===== config.mk =====
export PLATFORM = sky130hd
export DESIGN_NAME = nief_elem_mem
export DESIGN_NICKNAME = d
export VERILOG_FILES = /design/src/rtl/core/nief_pkg.sv /design/src/rtl/core/nief_elem_mem.sv
export SDC_FILE = /design/constraint.sdc
export NUM_CORES = 1
export LEC_CHECK = 0
export BUFFER_PORTS_ARGS = -buffer_cell sky130_fd_sc_hd__buf_2
export CORE_UTILIZATION = 50
export CTS_CLUSTER_SIZE = 20
export DETAILED_ROUTE_END_ITERATION = 8
export PLACE_DENSITY = 0.64
export SLEW_MARGIN = 0
export SYNTH_ARGS = -nofsm -noshare
export SYNTH_HDL_FRONTEND = slang
export SYNTH_SLANG_ARGS = --single-unit

===== constraint.sdc =====
create_clock -name clk_i -period 7.6 [get_ports clk_i]
set_clock_uncertainty 0.15 [all_clocks]
set_input_delay 0.38 -clock clk_i [delete_from_list [all_inputs] [get_ports clk_i]]
set_output_delay 0.38 -clock clk_i [all_outputs]
set_load 0.02 [all_outputs]

===== src/rtl/core/nief_pkg.sv =====
// Package for the nearest interval element finder.
// Holds register codes, reset values and the position configuration struct.
// No dependencies.
`default_nettype none

package nief_pkg;

  localparam int MaxElementsDef = 16;
  localparam int MaxNodesDef    = 1024;

  localparam int ONE_Q16 = 65536;

  // Configuration register indexes.
  localparam int CfgIdxW = 3;
  localparam logic [CfgIdxW-1:0] CFG_GRID_ORIGIN   = 3'd0;
  localparam logic [CfgIdxW-1:0] CFG_CELL_SIZE     = 3'd1;
  localparam logic [CfgIdxW-1:0] CFG_BOOST_FACTOR  = 3'd2;
  localparam logic [CfgIdxW-1:0] CFG_BOOST_OFFSET  = 3'd3;
  localparam logic [CfgIdxW-1:0] CFG_ELEMENT_COUNT = 3'd4;

  localparam int CfgDataW = 32;

  // Request types.
  localparam logic REQ_LOAD  = 1'b0;
  localparam logic REQ_QUERY = 1'b1;

  // Register reset values.
  localparam logic signed [31:0] GRID_ORIGIN_RST   = 32'sd0;
  localparam logic [30:0]        CELL_SIZE_RST     = 31'(ONE_Q16);
  localparam logic [23:0]        BOOST_FACTOR_RST  = 24'(ONE_Q16);
  localparam logic signed [31:0] BOOST_OFFSET_RST  = 32'sd0;
  localparam logic [4:0]         ELEMENT_COUNT_RST = 5'd0;

  typedef struct packed {
    logic signed [31:0] grid_origin;
    logic [30:0]        cell_size;
    logic [23:0]        boost_factor;
    logic signed [31:0] boost_offset;
  } pos_cfg_t;

endpackage

`default_nettype wire


===== src/rtl/core/nief_elem_mem.sv =====
// Element table: start and end positions in two synchronous memories.
// One write port and one registered read port each. Uses nief_pkg.
`default_nettype none

module nief_elem_mem
  import nief_pkg::*;
#(
  parameter int Depth = MaxElementsDef,
  parameter int AddrW = 4
) (
  input  wire logic                    clk_i,
  input  wire logic                    wr_en_i,
  input  wire logic [AddrW-1:0]        wr_addr_i,
  input  wire logic signed [31:0]      wr_start_i,
  input  wire logic signed [31:0]      wr_end_i,
  input  wire logic                    rd_en_i,
  input  wire logic [AddrW-1:0]        rd_addr_i,
  output logic signed [31:0]           rd_start_o,
  output logic signed [31:0]           rd_end_o
);

  logic signed [31:0] starts_mem [Depth];
  logic signed [31:0] ends_mem   [Depth];

  always_ff @(posedge clk_i) begin
    if (wr_en_i) begin
      starts_mem[wr_addr_i] <= wr_start_i;
      ends_mem[wr_addr_i]   <= wr_end_i;
    end
    if (rd_en_i) begin
      rd_start_o <= starts_mem[rd_addr_i];
      rd_end_o   <= ends_mem[rd_addr_i];
    end
  end

endmodule

`default_nettype wire


==> run summary <==
Of the total synthesized cell area, the portion taken by AND, OR, NAND and NOR gates is 0.00927. The cell leakage power is 14.8 nW. The number of buffers inserted during clock tree synthesis is 104. The weighted congestion at the end of routability-driven global placement came out at 0.706. The effective utilization at floorplan came out at 0.507. The proportion of layout cells with a drive suffix above 1 came out at 0.301.

Static timing analysis puts the maximum clock frequency at around 370 MHz. The dominant combinational cell family by area after synthesis is multiplexers. In this run the tightest slew margin relative to its limit is 0.185. The half-perimeter wire length of the detailed placement result is ~41000 um. A synthesized cell averages 24.4 sq um. The number of top-level pins came out at between 100 and 150.

TritonCTS built the clock tree. The total number of vias is 18400. The worst hold path passes through 2 cells. The global-route wire length before repair is 128000 um. Of the total synthesized cell area, the portion taken by full adders, half adders and majority gates is 0. The layout net count came out at ~2000. The layout overhead on the synthesized area is 15.2%. After detailed routing, the average wire length per cell comes to 28.6 um. The signal on the critical path passes through buf_8 -> buf_4 -> mux4_2 -> a22oi_1 -> nand2_1.

The final worst slack came out at between 4 and 5 ns. The distinct cell type count of the synthesized netlist came out at 17. The post-place setup slack came out at 4.22 ns. Before antenna repair, the detailed router went through 5 iterations. For this block, the initial DRC count from the detailed router was 1917. The number of pins exceeding their max-slew limit in the final report came out at 0. The share of async-settable or async-resettable flops after synthesis is 0.

The path class of the tightest hold or removal check is in2reg. The worst setup path is captured at a flip-flop. The run finished with clean final reports. After clock tree synthesis, the clock-pin slew on the worst setup and hold paths is 0.06 ns.

Broken down by cell family, the worst path's largest delay share belongs to buffers and inverters. The worst-case vdd ir drop is roughly 0.17 mV. For this design, the slowest cell found on the critical path is sky130_fd_sc_hd__buf_4. The aggregate routed wire length came out at 87200 um. The area fraction in compound gates after synthesis came out at 0.0239.

The worst-case clock buffer depth is 3. The startpoint identified for the worst register-to-register timing path is ends_mem[3][7]$_DFFE_PP_. STA puts the critical path data arrival time at just under 3 ns. The horizontal extent of the die came out at 286 um. The minimum clock period after layout is 2.73 ns. The total number of clock tree sinks is 1088. The chip height came out at 286 um. Summed over all instances, the cell type with the most area after synthesis is sky130_fd_sc_hd__edfxtp_1. The end point of the most critical hold path is ends_mem[0][12]$_DFFE_PP_.

The sequential element share of the synthesized area is 0.812. At the pin with the least slew margin, the transition time is between 1 and 1.5 ns. The final cycle utilization of the critical path came out at 0.359. The instance count of the mapped netlist came out at 1647. The worst register-to-register path ends at rd_end_o[7]$_DFFE_PP_. Across every metal layer, demand over resource in global routing totals 0.217. The insertion delay to the later sink of the worst-skew pair is between 0.6 and 0.7 ns. The count of buffer and inverter cells on the critical path came out at 2. The final design area excluding fillers is ~46000 sq um.

The global-route congestion overflow total is 0. The post-CTS setup repair buffer count is 0. The synthesized area came out at 40200 sq um. The kind of critical path is in2reg. The synthesized design contains between 1000 and 1500 register bits.

In this run the power density over the cells is about 270 nW/um^2. The proportion of netlist area held by the largest area contributor came out at 0.812. The post-synthesis xor/xnor area fraction came out at 0. The number of global-route vias before repair was 19300. The data required time at the worst endpoint is 7.85 ns.

Input and output buffers added on the ports amount to roughly 140. For this run, design rule violations remaining after detail routing come to 0. Among all cell types in the netlist, the one instantiated most often is sky130_fd_sc_hd__edfxtp_1. Ranked by total cell area, the synthesized netlist is headed by sky130_fd_sc_hd__edfxtp_1 (81%), sky130_fd_sc_hd__mux4_2 (14%), sky130_fd_sc_hd__a22oi_1 (2.4%). The total negative slack for setup checks is 0 ns. The post-synthesis net count is between 1500 and 2000. In this run the worst path has a maximum fanout of 75. The reg-to-reg setup timing slack is 6.03 ns. The average via count per standard cell came out at 6.03.

The detail route stage leaves a number of antenna-violating nets equal to 0. The tree is rooted in a sky130_fd_sc_hd__clkbuf_16. STA classifies the critical path startpoint as a primary input. The count of synthesis-stage warnings from yosys came out at 0. The delay contributed by the slowest stage of the critical path is 0.86 ns.

CTS built an H-tree with a depth of 3. The die covers 81600 sq um. The flip-flop cell with the highest count after synthesis is sky130_fd_sc_hd__edfxtp_1. The number of flops mapped to enable cells by yosys is 1088.

The max capacitance violation total is 0. Setup repair after global routing left no endpoint under its margin. The total cell area at the placement stage came out at around 42000 sq um. The standard-cell row count came out at 103. Sorting the synthesized cells by how often they occur yields sky130_fd_sc_hd__edfxtp_1 (1088), sky130_fd_sc_hd__mux4_2 (256), sky130_fd_sc_hd__a22oi_1 (128). The region available for standard cell placement spans between 70000 and 80000 sq um. Measured against the total synthesized area, the mux share comes to 0.143.

The worst hold path begins at wr_addr_i[1]. The pin count of the biggest net entering global routing is between 100 and 150. The worst register-to-register path has a depth of 3.

Setup violations remaining at the end of the flow were counted as 0. The initial antenna violation count is 6. The final hold violation count is 0.
metrics by stage:
stage	util	hold WS (ns)	cells	total power (W)
2_1_floorplan	-	0.329	1647	0.00728
3_5_place_dp	0.534	0.576	2795	0.00753
5_1_grt	0.584	0.109	3046	0.0129
4_1_cts	0.584	0.0815	3044	0.0127
6_report	0.585	0.113	3049	0.0126
3_3_place_gp	0.534	0.574	2795	0.00751
sequential cells by signal, summed over array words and instances (netlist names):
name and count:
rd_start_o 32, rd_end_o 32, starts_mem 512, ends_mem 512
layer usage:
layer / global-route usage / vias to the layer above / routed length, um
met3: 0.0379 / 120 / 6200
met4: 0.0453 / 8 / 1230
li1: - / 7648 / -
met1: 0.318 / 9958 / 37100
met2: 0.348 / 660 / 42700
met5: 0 / - / 42
cells in the final DEF (no fill, tap or decap):
cell	count
sky130_fd_sc_hd__nor2b_4	2
sky130_fd_sc_hd__mux4_2	256
sky130_fd_sc_hd__nor3_2	4
sky130_fd_sc_hd__a22oi_1	128
sky130_fd_sc_hd__inv_6	4
sky130_fd_sc_hd__or3b_2	1
sky130_fd_sc_hd__nor2_4	13
sky130_fd_sc_hd__clkinvlp_4	3
sky130_fd_sc_hd__buf_8	2
sky130_fd_sc_hd__diode_2	5
sky130_fd_sc_hd__dlygate4sd3_1	64
sky130_fd_sc_hd__nand2_1	65
sky130_fd_sc_hd__nand3b_1	2
sky130_fd_sc_hd__clkinv_1	22
sky130_fd_sc_hd__nand2b_1	2
sky130_fd_sc_hd__and2_4	1
sky130_fd_sc_hd__clkinv_2	13
sky130_fd_sc_hd__nand3_1	1
sky130_fd_sc_hd__buf_4	43
sky130_fd_sc_hd__edfxtp_1	1088
sky130_fd_sc_hd__bufinv_16	14
sky130_fd_sc_hd__buf_12	2
sky130_fd_sc_hd__clkbuf_1	22
sky130_fd_sc_hd__buf_2	135
sky130_fd_sc_hd__clkbuf_16	107
logic make-up after synthesis:
family,count (synthesis)
AND/OR/NAND/NOR,91
flip-flops,1088
AO/OA/AOI/OAI,128
buffers and inverters,84
multiplexers,256
worst max path at each step:
stage,startpoint,endpoint,cells past startpoint
2_1_floorplan,wr_addr_i[3],ends_mem[0][0]$_DFFE_PP_,2
3_3_place_gp,rd_addr_i[0],rd_end_o[30]$_DFFE_PP_,5
3_5_place_dp,rd_addr_i[0],rd_end_o[29]$_DFFE_PP_,5
4_1_cts,rd_addr_i[0],rd_end_o[30]$_DFFE_PP_,5
5_1_grt,rd_addr_i[0],rd_start_o[28]$_DFFE_PP_,5
6_report,rd_addr_i[0],rd_start_o[26]$_DFFE_PP_,5
what timing repair did:
| item | in CTS | in global routing |
|---|---|---|
| hold buffers | 64 | 0 |
| endpoints found under the hold margin | 1024 | 0 |
| gates resized for setup | 0 | 0 |
| endpoints found under the setup margin | 0 | 0 |
worst reg2reg max path, stage by stage (launching register included):
cell	delay [ns]
sky130_fd_sc_hd__edfxtp_1	0.36
sky130_fd_sc_hd__mux4_2	0.50
sky130_fd_sc_hd__a22oi_1	0.22
sky130_fd_sc_hd__nand2_1	0.09
area by class of cell:
cell class | instances | area [sq um]
Sequential cell | 1088 | 32700
Multi-Input combinational cell | 475 | 7230
Antenna cell | 5 | 12.5
Tap cell | 1050 | 1310
Fill cell | 5629 | 32900
Clock inverter | 56 | 626
Timing Repair Buffer | 246 | 1710
Clock buffer | 129 | 2760
power by group:
| part | internal [W] | switching, W |
|---|---|---|
| Clock | 0.00304 | 0.00211 |
| Combinational | 0.000246 | 0.000370 |
| Sequential | 0.00676 | 0.0000423 |
| Total | 0.0100 | 0.00252 |
Power figures use the tool's default switching activity.
